### config.mk
export PLATFORM = sky130hd
export DESIGN_NAME = oldf_cell
export DESIGN_NICKNAME = d
export VERILOG_FILES = /design/src/sv/oldf_pkg.sv /design/src/sv/oldf_cell.sv
export SDC_FILE = /design/constraint.sdc
export NUM_CORES = 1
export LEC_CHECK = 0
export ABC_AREA = 1
export CORE_ASPECT_RATIO = 2
export CORE_MARGIN = 2
export CORE_UTILIZATION = 40
export CTS_CLUSTER_SIZE = 8
export DETAILED_ROUTE_END_ITERATION = 16
export DONT_BUFFER_PORTS = 1
export GPL_TIMING_DRIVEN = 0
export HOLD_SLACK_MARGIN = 0.05
export PLACE_DENSITY = 0.54
export SYNTH_ARGS = -nofsm -noshare
export SYNTH_HDL_FRONTEND = slang
export SYNTH_SLANG_ARGS = --single-unit
### constraint.sdc
create_clock -name i_clk -period 7.9 [get_ports i_clk]
set_input_delay 0.395 -clock i_clk [delete_from_list [all_inputs] [get_ports i_clk]]
set_output_delay 0.395 -clock i_clk [all_outputs]
set_load 0.01 [all_outputs]
### src/sv/oldf_pkg.sv
// Shared types and constants for the ordered list difference filter.
`default_nettype none

package oldf_pkg;

    localparam int DATA_W             = 32;
    localparam int KEPT_DEPTH_DEF     = 64;
    localparam int REMOVAL_DEPTH_DEF  = 64;

    // Input item mode codes
    localparam logic [1:0] MODE_KEPT   = 2'd0;
    localparam logic [1:0] MODE_REMOVE = 2'd1;
    localparam logic [1:0] MODE_RUN    = 2'd2;

    // Kept value travelling down the compare chain
    typedef struct packed {
        logic                     vld;  // carries a kept value
        logic                     fin;  // final token of the run
        logic                     hit;  // matched some removal value
        logic signed [DATA_W-1:0] val;
    } t_tok;

    // Per-cycle control broadcast to every cell
    typedef struct packed {
        logic adv;  // shift the chain
        logic wr;   // removal load this cycle
    } t_cell_ctl;

    typedef enum logic [1:0] {
        ST_IDLE,
        ST_RUN,
        ST_DRAIN
    } t_run_state;

endpackage

`default_nettype wire

### src/sv/oldf_cell.sv
// One compare cell: holds one removal value and tests each passing kept value.
`default_nettype none

module oldf_cell import oldf_pkg::*; #(
    parameter int IDX   = 0,
    parameter int CNT_W = 7
) (
    input  wire logic                     i_clk,
    input  wire logic                     i_rst_n,
    input  wire t_cell_ctl                i_ctl,
    input  wire logic [CNT_W-1:0]         i_cnt,
    input  wire logic signed [DATA_W-1:0] i_wr_value,
    input  wire t_tok                     i_tok,
    output t_tok                          o_tok
);

    localparam logic [CNT_W-1:0] MY_IDX = CNT_W'(IDX);

    logic signed [DATA_W-1:0] r_rem;
    t_tok                     r_tok;
    t_tok                     n_tok;
    logic                     live;

    // Entry is live once the removal list has grown past this slot
    assign live = MY_IDX < i_cnt;

    // Capture the removal value when the list fill reaches this slot
    always_ff @(posedge i_clk) begin
        if (i_ctl.wr && (i_cnt == MY_IDX)) begin
            r_rem <= i_wr_value;
        end
    end

    // Accumulate the match flag
    always_comb begin
        n_tok     = i_tok;
        n_tok.hit = i_tok.hit | (live && i_tok.vld && (i_tok.val == r_rem));
    end

    // Advance the token to the next cell
    always_ff @(posedge i_clk) begin
        if (!i_rst_n) begin
            r_tok.vld <= 1'b0;
            r_tok.fin <= 1'b0;
        end else if (i_ctl.adv) begin
            r_tok <= n_tok;
        end
    end

    assign o_tok = r_tok;

endmodule

`default_nettype wire

### Word level (Yosys, flattened, before mapping)

Index checks and enable logic that the tools add are counted.

* logic and storage cells: 13
* input bits: 78
* register bits after elaboration: 67

* equality and inequality tests: 1
* reduce and logical (&&, ||, !) cells: 5
* bitwise logic cells: 1
* $lt $le $gt $ge: 1

Operators by type and width (count)
* 32-bit == test: 1
* 7-bit zero test: 1
* 1-bit by 7-bit less-than comparator with 1-bit output, first input constant: 1
* 1-bit logical AND: 3
* 2-bit AND reduction: 1
* 1-bit bitwise OR: 1

### Logic depth before layout (Yosys ltp)

Gate-level depths: netlist of the first run.

* depth after elaboration: 4
* mapped depth: 10
* gate-level depth less buffers: 10

### Worst setup path before layout of the first run

Ideal clock, no wire load.

* path kind: input-to-reg
* start: in i_cnt[2]
* end: reg r_rem[0] (enable)
* stages on the path: 3
* buffers on the path: 0
* library setup time: 0.468 ns
* path slack: 4.488 ns
* arrival: 2.944 ns
* path through: nor2_1 nand2_1 nor3b_1

* word-level cells in the longest chain between the ends: 2

Ends and longest elaborated chain
* from (decl): RTL line oldf_cell.sv:11 `input wire logic [CNT_W-1:0] i_cnt,`
* 7-bit zero test: RTL line oldf_cell.sv:29 `if (i_ctl.wr && (i_cnt == MY_IDX)) begin`
* 1-bit logical AND: RTL line oldf_cell.sv:29
* to (signal assigned): RTL line oldf_cell.sv:30 `r_rem <= i_wr_value;`
* to (decl): RTL line oldf_cell.sv:19 `logic signed [DATA_W-1:0] r_rem;`

No other way between the ends.
A chain may end at the register's enable or synchronous reset.

### Final worst setup path of the first run

* start: in i_cnt[2]
* end: reg r_rem[22] (enable)

The elaborated chain is that of the path after synthesis.

==> impl_results.md, run 1 <==
* Compound-gate portion of the synthesized area at 0.762%
* Final antenna diode count at 0
* Largest net degree at the start of global routing at 34
* Final setup violating endpoints at 0
* Slew Limit Headroom at around 57%
* Mux contribution to synthesized area at 0%
* Top-area cell type share of the netlist area at between 70% and 80%
* VDD IR-drop max at roughly 0.12 mV
* Netlist Area Pre-Place at 2630 µm²
* Arithmetic-cell share of the synthesized area counting full adders, half adders and majority gates at 0%
* Async SR Flop Fraction at 0%
* Most area-hungry cell type in the Yosys netlist: sky130_fd_sc_hd__edfxtp_1
* Result of the run: finished, final reports clean
* Post-layout nets at about 300
* Clock tree sinks at 67
* DRC violation count after routing at 0
* Die area at between 7000 and 8000 µm²
* CP Capture Type: flop
* Total wire length at roughly 4700 µm
* Number of top-level pins at about 110
* Depth of the worst register-to-register path at 7
* Proportion of layout cells with a drive suffix above 1 at just under 8%
* Destination of the worst register-to-register timing path: o_tok[32]
* CTS tree: built
* Post-Synth Simple-Gate Area at 13.2%
* Hold_ws at 0.161 ns
* Primary flip-flop cell chosen by synthesis mapping: sky130_fd_sc_hd__edfxtp_1
* Largest family of logic cells by synthesized area: simple AND/OR/NAND/NOR gates
* H-tree depth at 3
* Crit Path Category: primary input to flop
* Sequential element share of the synthesized area at between 70 and 80%
* Mean instance size in the synthesized netlist at ~12 µm²
* Crit share post-route at about a fifth
* Critical R2R Launch: r_rem[1]
* Number of buffers added for setup after CTS at 0
* Die X-Extent at between 60 and 70 µm
* Number of buffers on the longest clock path at 2
* Nature of the critical path startpoint: primary input
* Kind of path behind the tightest hold check: primary input to flop
* Worst R2R Setup Slack at 6.69 ns
* Layout fillers at 570
* Initial antenna violation count at 0
* Pre-antenna DRT Iters at 4
* Most repeated cell in the gate-level netlist after synthesis: sky130_fd_sc_hd__edfxtp_1
* Leakage power total at 1.19 nW
* Slew @ Worst Pin at 0.648 ns
* CORE AREA at 6310 µm²
* First-pass GRT wire length at about 7100 µm
* Number of global-route vias before repair at between 1000 and 1500
* Half-perimeter wire length after placement at approximately 3600 µm
* Syn_nets at slightly below 300
* Via count of the routed design at between 1000 and 1500
* Global Route Usage Sum at around 14%
* Syn-to-layout area delta at 16.3%
* Number of enable flip-flop cells after synthesis at between 60 and 70
* Min Tclk post-route at 1.49 ns
* Peak fanout along the critical path at 13
* Xor and xnor area share after synthesis at around 4.3%
* Number of clock buffers inserted by TritonCTS at 9
* Combined area of the multi-input logic cells at between 400 and 500 µm²
* Clock skew after layout at about 0.0056 ns
* Commonest cells post-synth: 65 x sky130_fd_sc_hd__edfxtp_1, 57 x sky130_fd_sc_hd__nand2_1, 41 x sky130_fd_sc_hd__inv_1
* Leading cell types by total area after synthesis: sky130_fd_sc_hd__edfxtp_1 74%, sky130_fd_sc_hd__nand2_1 8.1%, sky130_fd_sc_hd__inv_1 5.9%, sky130_fd_sc_hd__xnor2_1 4.3%, sky130_fd_sc_hd__nor2_1 2.7%
* Crit path required time at slightly below 8 ns
* Number of buffers added on ports at 0
* First element of the critical path: i_cnt[2]
* Cell area power density at 251 nW/µm²
* Die height at roughly 120 µm
* Worst slack at placement at between 6 and 7 ns
* Via-per-instance ratio at 4.47
* Seq. cell area at 1990 µm²
* Synth Warn # at 0
* Fmax achieved at ~670 MHz
* Post-synthesis register bit count at 67
* Utilization after layout at 48.4%
* Hold depth at 1
* Count of antenna-violating nets left after detailed routing at 0
* First-iteration detailed-routing DRC count at 40
* Number of hold-slack violations in the final timing report at 0
* Placement row count at 41
* Maxcap violations at 0
* Overflow left after global routing at 0
* Effective utilization at floorplan at a little over two fifths
* Worst setup path end: r_rem[22]
* Number of buffers added to fix hold violations after cts at 0
* Worst path setup slack after routing at 6.41 ns
* TNS Setup at 0 ns
* Endpoint arrival time on the critical path at 1.52 ns
* Final GP Congestion at between 0.7 and 0.8
* Pins over their slew limit at 0
* Number of gates resized after cts at 0
* Setup repair after global routing missed its margin: false
* CTS root buf: sky130_fd_sc_hd__clkbuf_16
* Post-synthesis cell type count at 13
* Post-synthesis instance total at about 210
* Clock network latency to the later pin of the worst-skew pair at 0.32 ns
* Detail-routed net length per standard cell at 15.0 µm
* Overall power of the completed layout at ~0.00077 W
* Clock slew at reported path FFs at around 0.050 ns
==> where the power goes <==
group          switching (W)   total, W  internal, W
clock               0.000127   0.000332     0.000205
sequential         0.0000110   0.000417     0.000406
combinational      0.0000110  0.0000197   0.00000864
total               0.000149   0.000768     0.000620
==> cells in the final DEF, fill, tap and decap left out <==
cell type and instances:
sky130_fd_sc_hd__buf_6 2, sky130_fd_sc_hd__clkbuf_1 1, sky130_fd_sc_hd__o21ai_0 2, sky130_fd_sc_hd__edfxtp_1 65, sky130_fd_sc_hd__dfxtp_1 2, sky130_fd_sc_hd__nor2_2 1, sky130_fd_sc_hd__clkinv_1 4, sky130_fd_sc_hd__clkbuf_16 9
sky130_fd_sc_hd__buf_8 1, sky130_fd_sc_hd__nor2_1 19, sky130_fd_sc_hd__nand4_1 6, sky130_fd_sc_hd__nand2_1 57, sky130_fd_sc_hd__or2_2 1, sky130_fd_sc_hd__inv_1 40, sky130_fd_sc_hd__nor3b_2 1, sky130_fd_sc_hd__clkinv_2 2
sky130_fd_sc_hd__buf_16 1, sky130_fd_sc_hd__nand3_1 1, sky130_fd_sc_hd__xnor2_1 13, sky130_fd_sc_hd__a21oi_1 2
==> how the worst min path moves through the flow <==
stage	endpoint	slack (ns)	from
3_3_place_gp	o_tok[34]	0.49	i_ctl[1]
5_1_grt	r_rem[6]	0.15	i_wr_value[6]
2_1_floorplan	o_tok[34]	0.48	i_ctl[1]
4_1_cts	o_tok[34]	0.14	i_ctl[1]
3_5_place_dp	o_tok[34]	0.49	i_ctl[1]
6_report	o_tok[34]	0.16	i_ctl[1]
==> metal layers <==
| layer | global-route usage (%) | vias up | wire, µm |
|---|---|---|---|
| met5 | 0 | - | 0 |
| met4 | 6.93 | 0 | 70 |
| met3 | 7.33 | 5 | 449 |
| met2 | 24.4 | 74 | 2700 |
| met1 | 13.7 | 624 | 1520 |
| li1 | - | 710 | - |
==> metrics by stage <==
| stage | cells | instance area (µm²) |
|---|---|---|
| floorplan | 211 | 2630 |
| global placement | 297 | 2740 |
| detailed placement | 300 | 2780 |
| CTS | 315 | 3030 |
| global route | 316 | 3060 |
| finish | 316 | 3060 |
==> cells by family after synthesis <==
kind of cell / count (synthesis)
flip-flops: 67
buffers and inverters: 41
XOR/XNOR: 13
AND/OR/NAND/NOR: 86
AO/OA/AOI/OAI: 4
==> critical path: stages <==
cell                      delay (ns)
sky130_fd_sc_hd__nor2_1         0.08
sky130_fd_sc_hd__nand2_1        0.09
sky130_fd_sc_hd__nor3b_2        0.57
sky130_fd_sc_hd__buf_6          0.22
sky130_fd_sc_hd__buf_8          0.15
==> sequential cells by signal (all words and copies together) (netlist names) <==
signal / flops
r_rem: 32
o_tok: 35
==> cell type report <==
cell class                      count  area share [%]
Clock buffer                       10            7.49
Clock inverter                      5           0.696
Inverter                           41            5.04
Multi-Input combinational cell    103            15.9
Sequential cell                    67            65.2
Tap cell                           86            3.52
Timing Repair Buffer                4            2.13
No activity file was read; power rests on OpenSTA's default activity.
==> run 2: changes to the inputs <==
PLACE_DENSITY = 0.56   (was 0.54)
clock period = 1.3 ns   (was 7.9 ns; I/O delays follow)
==> impl_results.md, run 2 (same netlist as run 1, synthesis figures left out) <==
* Result of the run: finished, final reports clean
* Number of buffers on the longest clock path at 2
* Flip-flop count of the largest register after layout at 35
* Maxcap violations at 0
* CORE AREA at approximately 6300 µm²
* Final GP Congestion at 0.667
* Destination of the worst register-to-register timing path: o_tok[32]
* Placement row count at 41
* Nature of the critical path startpoint: flop
* H-tree depth at 3
* Depth of the worst register-to-register path at 7
* Via count of the routed design at 1697
* Setup repair after global routing missed its margin: true
* Pins over their slew limit at 0
* Half-perimeter wire length after placement at between 3000 and 4000 µm
* Endpoint of the worst hold path: r_rem[12]
* Leakage power total at 1.49 nW
* Detail-routed net length per standard cell at about 14 µm
* Number of top-level pins at 113
* Clock slew at reported path FFs at roughly 0.05 ns
* Pre-antenna DRT Iters at 4
* Worst path setup slack after routing at about 0.04 ns
* Die area at just over 7000 µm²
* Worst R2R Setup Slack at about 0.040 ns
* Hold_ws at around 0.17 ns
* VDD IR-drop max at 0.877 mV
* Critical R2R Launch: r_rem[1]
* Number of clock buffers inserted by TritonCTS at 9
* First-iteration detailed-routing DRC count at between 40 and 50
* CTS root buf: sky130_fd_sc_hd__clkbuf_16
* Final antenna diode count at 0
* Die X-Extent at ~61 µm
* CP Capture Type: flop
* Clock tree sinks at 67
* Crit Path Category: flop to flop
* Clock network latency to the later pin of the worst-skew pair at between 0.3 and 0.4 ns
* Via-per-instance ratio at ~4.4
* Effective utilization at floorplan at a little over two fifths
* Min Tclk post-route at about 1.3 ns
* Crit share post-route at 96.9%
* Overflow left after global routing at 0
* Number of global-route vias before repair at 1862
* Initial antenna violation count at 0
* Cell area power density at around 1300 nW/µm²
* Layout fillers at between 500 and 600
* Seq. cell area at 1990 µm²
* Largest net degree at the start of global routing at 34
* Hold depth at 4
* CTS tree: built
* Combined area of the multi-input logic cells at 518 µm²
* Post-layout nets at 374
* Crit path required time at about 1.4 ns
* Fmax achieved at ~790 MHz
* DRC violation count after routing at 0
* Slew @ Worst Pin at 0.743 ns
* Peak fanout along the critical path at 2
* Die height at 119 µm
* Leading cell types in the layout, fill and taps excluded: 69 x sky130_fd_sc_hd__dlygate4sd3_1, 65 x sky130_fd_sc_hd__edfxtp_1, 55 x sky130_fd_sc_hd__nand2_1
* Syn-to-layout area delta at 44.2%
* Slew Limit Headroom at about half
* Clock skew after layout at slightly above 0.003 ns
* Post-route cell area at between 3000 and 4000 µm²
* Proportion of layout cells with a drive suffix above 1 at 7.74%
* Endpoint arrival time on the critical path at approximately 1.3 ns
* Total wire length at around 5500 µm
* Overall power of the completed layout at approximately 0.0048 W
* Cell area after placement at between 2000 and 3000 µm²
* Number of buffers added on ports at 0
* First-pass GRT wire length at 8070 µm
* Worst slack at placement at -0.302 ns
* Global Route Usage Sum at about 16%
* Final setup violating endpoints at 0
* Hold Path Origin: i_cnt[3]
* Kind of path behind the tightest hold check: primary input to flop
* Number of hold-slack violations in the final timing report at 0
* Count of antenna-violating nets left after detailed routing at 0
* Most common cell after layout, fill and taps aside: sky130_fd_sc_hd__dlygate4sd3_1
## run 2: changes by cell type in the layout (fill, tap and decap cells not counted)
cell / delta
sky130_fd_sc_hd__nor2_4: +2
sky130_fd_sc_hd__clkinv_1: -1
sky130_fd_sc_hd__nand2_2: +2
sky130_fd_sc_hd__nor3b_4: +1
sky130_fd_sc_hd__nor2_1: -4
sky130_fd_sc_hd__buf_12: +2
sky130_fd_sc_hd__nor2_2: +2
sky130_fd_sc_hd__buf_4: +1
sky130_fd_sc_hd__dlygate4sd3_1: +69
sky130_fd_sc_hd__buf_6: -2
sky130_fd_sc_hd__nand2_1: -2
sky130_fd_sc_hd__clkinv_2: -2
sky130_fd_sc_hd__nor3b_2: -1
## run 2: what timing repair did
item                                    in CTS  in global routing
resized for setup                            0                  1
endpoints found under the setup margin       0                 18
setup buffers                                0                  3
hold buffers                                69                  0
hold endpoints to repair                    67                  0
## run 2: worst max path at each step
| stage | startpoint | to | slack, ns | cells after the start |
|---|---|---|---|---|
| finish | r_rem[1] | o_tok[32] | 0.04 | 7 |
| global route | r_rem[28] | o_tok[32] | -0.05 | 9 |
| CTS | r_rem[1] | o_tok[32] | 0.01 | 7 |
| detailed placement | i_cnt[2] | r_rem[17] | -0.30 | 4 |
| global placement | i_cnt[2] | r_rem[21] | -0.61 | 3 |
| floorplan | i_cnt[5] | r_rem[0] | -0.23 | 3 |
## run 2: where the power goes
group,internal (W),total [W],switching [W]
clock network,0.00123,0.00200,0.000767
registers,0.00247,0.00253,0.0000685
logic,0.000191,0.000289,0.0000984
total,0.00389,0.00482,0.000934
## run 2: cell type report
type / count / share of cell area, %
Clock buffer: 10 / 6.04
Clock inverter: 2 / 0.198
Inverter: 41 / 4.06
Multi-Input combinational cell: 103 / 13.7
Sequential cell: 67 / 52.6
Tap cell: 86 / 2.84
Timing Repair Buffer: 74 / 20.6
## run 2: worst max-delay path, stage by stage (launching register included)
cell	delay, ns
sky130_fd_sc_hd__edfxtp_1	0.37
sky130_fd_sc_hd__or2_2	0.30
sky130_fd_sc_hd__nand2_1	0.08
sky130_fd_sc_hd__nor2_1	0.04
sky130_fd_sc_hd__nand2_1	0.08
sky130_fd_sc_hd__nor2_1	0.06
sky130_fd_sc_hd__nand2_1	0.06
sky130_fd_sc_hd__nand2_1	0.04
## run 2: per-layer routing
layer | GRT usage (%) | part of all wire (%) | wire length (µm)
met5 | 0 | 0 | 0
met4 | 9.10 | 2.9 | 161
met3 | 6.89 | 6.0 | 330
met2 | 28.9 | 58 | 3190
met1 | 14.0 | 33 | 1800
## run 2: metrics by stage
step / TNS [ns] / util [%] / std cells
6_report: 0 / 60.0 / 383
5_1_grt: -0.0533 / 60.0 / 383
4_1_cts: 0 / 59.0 / 379
3_5_place_dp: -13.98 / 44.3 / 298
3_3_place_gp: -24.65 / 43.9 / 297
2_1_floorplan: -7.32 / - / 211
